File: src/rtl/core/sha_pkg.sv
// ----------------------------------------------------------------------------
// sha_pkg
// Shared types and constants of the slab heap allocator.
// ----------------------------------------------------------------------------
package sha_pkg;

    localparam int unsigned PAGE_BYTES    = 4096;
    localparam int unsigned SMALL_CLASSES = 9;
    localparam int unsigned ADDR_PAGES    = 256;

    localparam logic [3:0] KIND_UNUSED = 4'd0;
    localparam logic [3:0] KIND_BIG    = 4'd10;

    localparam logic [2:0] ST_OK      = 3'd0;
    localparam logic [2:0] ST_ZERO    = 3'd1;
    localparam logic [2:0] ST_EXHAUST = 3'd2;
    localparam logic [2:0] ST_IGNORED = 3'd3;
    localparam logic [2:0] ST_FULL    = 3'd4;

    localparam logic OP_ALLOC = 1'b0;
    localparam logic OP_FREE  = 1'b1;

    // per-page record
    typedef struct packed {
        logic [3:0] kind;
        logic [8:0] top;   // word index of top free cell, 0 when empty
        logic [8:0] next;  // next page in class plus one
        logic [8:0] bp;    // big block page count
    } t_page_rec;

    typedef struct packed {
        logic       en;
        logic [7:0] page;
        t_page_rec  rec;
    } t_rec_wr;

    typedef struct packed {
        logic       en;
        logic [7:0] page;
        logic [8:0] word;
        logic [8:0] data;
    } t_link_wr;

    typedef struct packed {
        logic [7:0] page;
        logic [8:0] np;
    } t_big_ent;

endpackage

File: src/rtl/core/sha_big_table.sv
// ----------------------------------------------------------------------------
// sha_big_table
// Best-fit table of free big blocks, one read and one write port.
// ----------------------------------------------------------------------------
module sha_big_table #(
    parameter int BIG_TABLE_ENTRIES = 16
) (
    input  logic                                 i_clk,
    input  logic [$clog2(BIG_TABLE_ENTRIES)-1:0] i_rd_idx,
    output sha_pkg::t_big_ent                    o_rd,
    input  logic                                 i_wr_en,
    input  logic [$clog2(BIG_TABLE_ENTRIES)-1:0] i_wr_idx,
    input  sha_pkg::t_big_ent                    i_wr_ent
);
    import sha_pkg::*;

    t_big_ent r_mem [BIG_TABLE_ENTRIES];
    t_big_ent r_rd;

    always_ff @(posedge i_clk) begin
        if (i_wr_en) r_mem[i_wr_idx] <= i_wr_ent;
        r_rd <= r_mem[i_rd_idx];
    end

    assign o_rd = r_rd;

endmodule

File: config.mk
export PLATFORM = sky130hd
export DESIGN_NAME = sha_big_table
export DESIGN_NICKNAME = d
export VERILOG_FILES = /design/src/rtl/core/sha_pkg.sv /design/src/rtl/core/sha_big_table.sv
export SDC_FILE = /design/constraint.sdc
export NUM_CORES = 1
export LEC_CHECK = 0
export BUFFER_PORTS_ARGS = -buffer_cell sky130_fd_sc_hd__buf_2
export CAP_MARGIN = 20
export CORE_MARGIN = 2
export CORE_UTILIZATION = 61
export CTS_CLUSTER_SIZE = 28
export DETAILED_ROUTE_END_ITERATION = 16
export GPL_ROUTABILITY_DRIVEN = 0
export GPL_TIMING_DRIVEN = 0
export PLACE_DENSITY = 0.79
export SYNTH_ARGS = -nofsm -noshare
export SYNTH_HDL_FRONTEND = slang
export SYNTH_SLANG_ARGS = --single-unit
File: constraint.sdc
create_clock -name i_clk -period 2.9 [get_ports i_clk]
set_clock_uncertainty 0.15 [all_clocks]
set_input_delay 0.145 -clock i_clk [delete_from_list [all_inputs] [get_ports i_clk]]
set_output_delay 0.145 -clock i_clk [all_outputs]
set_load 0.02 [all_outputs]
==> impl.org <==
** Synth
- Top-area cell type share of the netlist area :: 76.8%
- Counting flops with an async set or reset pin after synthesis yields a share of 0%.
- Biggest area consumer among synthesized cells :: sky130_fd_sc_hd__edfxtp_1
- The share of the Yosys chip area taken by registers is 80.0%.
- Yosys attributes the largest share of cell area to sky130_fd_sc_hd__edfxtp_1 77%, sky130_fd_sc_hd__mux4_2 14%, sky130_fd_sc_hd__dfxtp_1 3.2%.
- Number of flops mapped to enable cells by yosys :: 272
- The synthesized design contains 289 register bits.
- Synthesized Nets :: 485
- For this run, the number of Yosys warnings is 0.
- In this run, distinct cell masters in the synthesized netlist total 20.
- Post-synth top cells :: 272 x sky130_fd_sc_hd__edfxtp_1, 65 x sky130_fd_sc_hd__mux4_2, 34 x sky130_fd_sc_hd__a22oi_1
- The most common cell in the synthesized netlist is sky130_fd_sc_hd__edfxtp_1.
- After synthesis, the mean cell area works out to 23.2 sq um.
- After synthesis the cells add up to 10,600 sq um.
- For this run, the leading register cell type out of synthesis is sky130_fd_sc_hd__edfxtp_1.
- Number of standard cells after synthesis :: 458

** Hold path
- The worst hold path terminates at o_rd[2].
- Hold Path Stages :: 4
- Worst hold path class :: primary input to register
- The worst hold path begins at i_rd_idx[2].

** Floorplanning
- Die Footprint :: 18,500 sq um
- The floorplan step defined a core boundary enclosing 17,200 sq um.
- The initialized floorplan defines 48 standard-cell rows.
- Chip Height :: 136 um
- Measured along the x axis, the die boundary spans 136 um.
- Number of top-level pins :: 44
- For this configuration, the core starts out at a cell density of 61.9%.

** STA
- Final hold violation count :: 0
- Unrepaired setup endpoints after global routing :: no
- Relative max-transition margin :: 32.1%
- Worst hold slack after final layout :: 0.0303 ns
- The number of max-slew violations in the final report came to 0.
- Number of failing setup endpoints in the final timing report :: 0
- Achievable frequency :: 0.523 GHz
- At the pin with the least slew margin, the transition time is 1.01 ns.
- Final Cycle Share :: 65.9%
- Time the final worst path needs with I/O delays and setup :: 1.91 ns

** Global route
- Global-route congestion overflow total :: 0
- Vias in the first global route :: 5,604
- Antenna violations before repair :: 0
- Entering global routing, the biggest net connects 17 pins.
- Total routing resource utilization after global routing :: 26.8%
- The first global-routing pass estimated 34,600 um of wire.

** Clock network
- CTS tree :: built
- Clock-pin slew was measured on the worst setup and hold paths at 0.06 ns.
- The number of clock buffers added by TritonCTS is 29.
- Clock tree sinks :: 289
- Number of gates given a new drive strength after cts :: 0
- Clock latency on the worst-skew pair, taken at its later pin, is 0.54 ns.
- In this run the clock root is driven by a sky130_fd_sc_hd__clkbuf_16.
- The longest clock path from root to sink contains 3 buffers.
- In this run the number of H-tree levels came out at 1.

** Finish
- The number of antenna diodes in the final layout is 0.
- Of the cells placed in the final design, the portion with a size suffix greater than 1 is 33.2%.
- The count of cells in the finished layout, fillers not included, comes to 815.
- Cells fill 73.4% of the core in the end.
- Number of nets in the finished design :: 595
- The finished cells cover 12,600 sq um.
- From synthesis to final layout, the design area changed by 18.5%.

** Worst setup path
- Required @ worst endpoint :: 3.00 ns
- Startpoint types :: primary input
- Signal arrival time at the worst endpoint :: 2.01 ns
- Reg-to-reg startpoint :: r_mem[3][12]
- In this run the register-to-register setup slack is 1.33 ns.
- Worst reg2reg path endpoint :: o_rd[12]
- The setup path with the least slack is of type primary input to register.
- Critical path peak fanout :: 9
- The number of cells on the worst reg-to-reg path is 3.
- Critical Path Sink Type :: register

** Detailed routing
- In the final routed layout, each cell accounts on average for 28.3 um.
- For this block, the initial DRC count from the detailed router was 581.
- The pre-antenna-repair detailed-routing pass consisted of 5 iterations.
- Drt total wl :: 23,000 um
- Drc violations :: 0
- Vias :: 5,275
- Post-route antenna net violation count :: 0
- Using the TritonRoute via totals, the vias-per-cell ratio works out to 6.47.

** Pwr
- Leakage power summed over all cells :: 0.00415 uW
- Power density cells :: 713 nW/um^2
- Across the VDD grid, the largest voltage drop is 0.532 mV.

** Run
- Max-cap violations in this run came to 0.

** Place
- The number of placed instances, taps included, is 742.
- Placed Area :: 11,400 sq um
- Total half-perimeter wirelength after legalization and detailed placement :: 13,900 um
- PortBufs :: 41

** Run status
- The run finished with clean final reports.
critical path, stage by stage:
cell and delay, ns:
sky130_fd_sc_hd__dlygate4sd3_1 0.56, sky130_fd_sc_hd__buf_2 0.20, sky130_fd_sc_hd__nor3_2 0.82, sky130_fd_sc_hd__buf_6 0.27
cell type report:
| type | count | area [sq um] |
|---|---|---|
| repair buffers | 79 | 657 |
| fillers | 977 | 4570 |
| multi-input cells | 146 | 2040 |
| clock inverters | 16 | 204 |
| well taps | 225 | 282 |
| clock buffers | 37 | 776 |
| flip-flops and latches | 289 | 8510 |
| plain buffers | 23 | 135 |
worst max-delay path by stage:
stage	slack, ns	cells past startpoint	startpoint	endpoint
floorplan	0.48	2	i_wr_idx[2]	r_mem[0][0]
global placement	-0.78	3	i_wr_idx[2]	r_mem[0][5]
detailed placement	0.62	4	i_wr_idx[2]	r_mem[0][5]
CTS	1.02	4	i_wr_idx[1]	r_mem[4][11]
global route	0.98	4	i_wr_idx[1]	r_mem[4][5]
finish	0.99	4	i_wr_idx[0]	r_mem[4][5]
metrics by stage:
stage	setup WS (ns)	total power, uW	TNS (ns)
final	0.989	8990	0
after detailed placement	0.623	5240	0
after floorplan	0.480	5040	0
after global routing	0.978	9230	0
after global placement	-0.779	5200	-39.91
after CTS	1.02	9030	0
routing by layer:
| metal | global-route usage (%) | vias up | part of all wire [%] |
|---|---|---|---|
| li1 | - | 2164 | - |
| met1 | 35.2 | 2714 | 36 |
| met2 | 45.2 | 318 | 52 |
| met3 | 4.44 | 79 | 8.1 |
| met4 | 11.7 | 0 | 4.6 |
| met5 | 0 | - | 0 |
where the power goes:
group          leakage [uW]  internal [uW]  switching (uW)  total (uW)
logic               0.00108            200             288         487
clock network      0.000473           2320            1490        3810
registers           0.00260           4670            26.5        4700
cells by family after synthesis:
logic type / count (synthesis) / share of synthesized area [%]
flops: 289 / 80.0
mux: 68 / 14.5
simple gates: 44 / 1.85
compound gates: 34 / 2.40
buf+inv: 23 / 1.27
sequential cells by signal, summed over array words and instances, names as in the netlist:
| signal | flops |
|---|---|
| r_mem | 272 |
| o_rd | 17 |
layout by cell type (no fill, tap or decap), types with 2 or more instances in the layout:
cell type,instances
sky130_fd_sc_hd__edfxtp_1,272
sky130_fd_sc_hd__mux4_2,65
sky130_fd_sc_hd__buf_2,49
sky130_fd_sc_hd__a22oi_1,34
sky130_fd_sc_hd__clkbuf_16,29
sky130_fd_sc_hd__dlygate4sd3_1,20
sky130_fd_sc_hd__nand2_1,18
sky130_fd_sc_hd__dfxtp_1,17
sky130_fd_sc_hd__clkbuf_1,15
sky130_fd_sc_hd__buf_8,15
sky130_fd_sc_hd__nor2_2,12
sky130_fd_sc_hd__buf_6,7
sky130_fd_sc_hd__clkinv_1,5
sky130_fd_sc_hd__bufinv_16,5
sky130_fd_sc_hd__nor3_2,4
sky130_fd_sc_hd__clkinv_2,4
sky130_fd_sc_hd__mux4_1,3
sky130_fd_sc_hd__nor2b_1,2
sky130_fd_sc_hd__nand3b_1,2
sky130_fd_sc_hd__nand2b_1,2
sky130_fd_sc_hd__clkbuf_8,2
sky130_fd_sc_hd__clkinvlp_4,2
timing repair:
item                                   4_1_cts  5_1_grt
endpoints found under the hold margin      286        0
hold buffers                                20        0
setup buffers                                0        0
No activity file was read; power rests on OpenSTA's default activity.
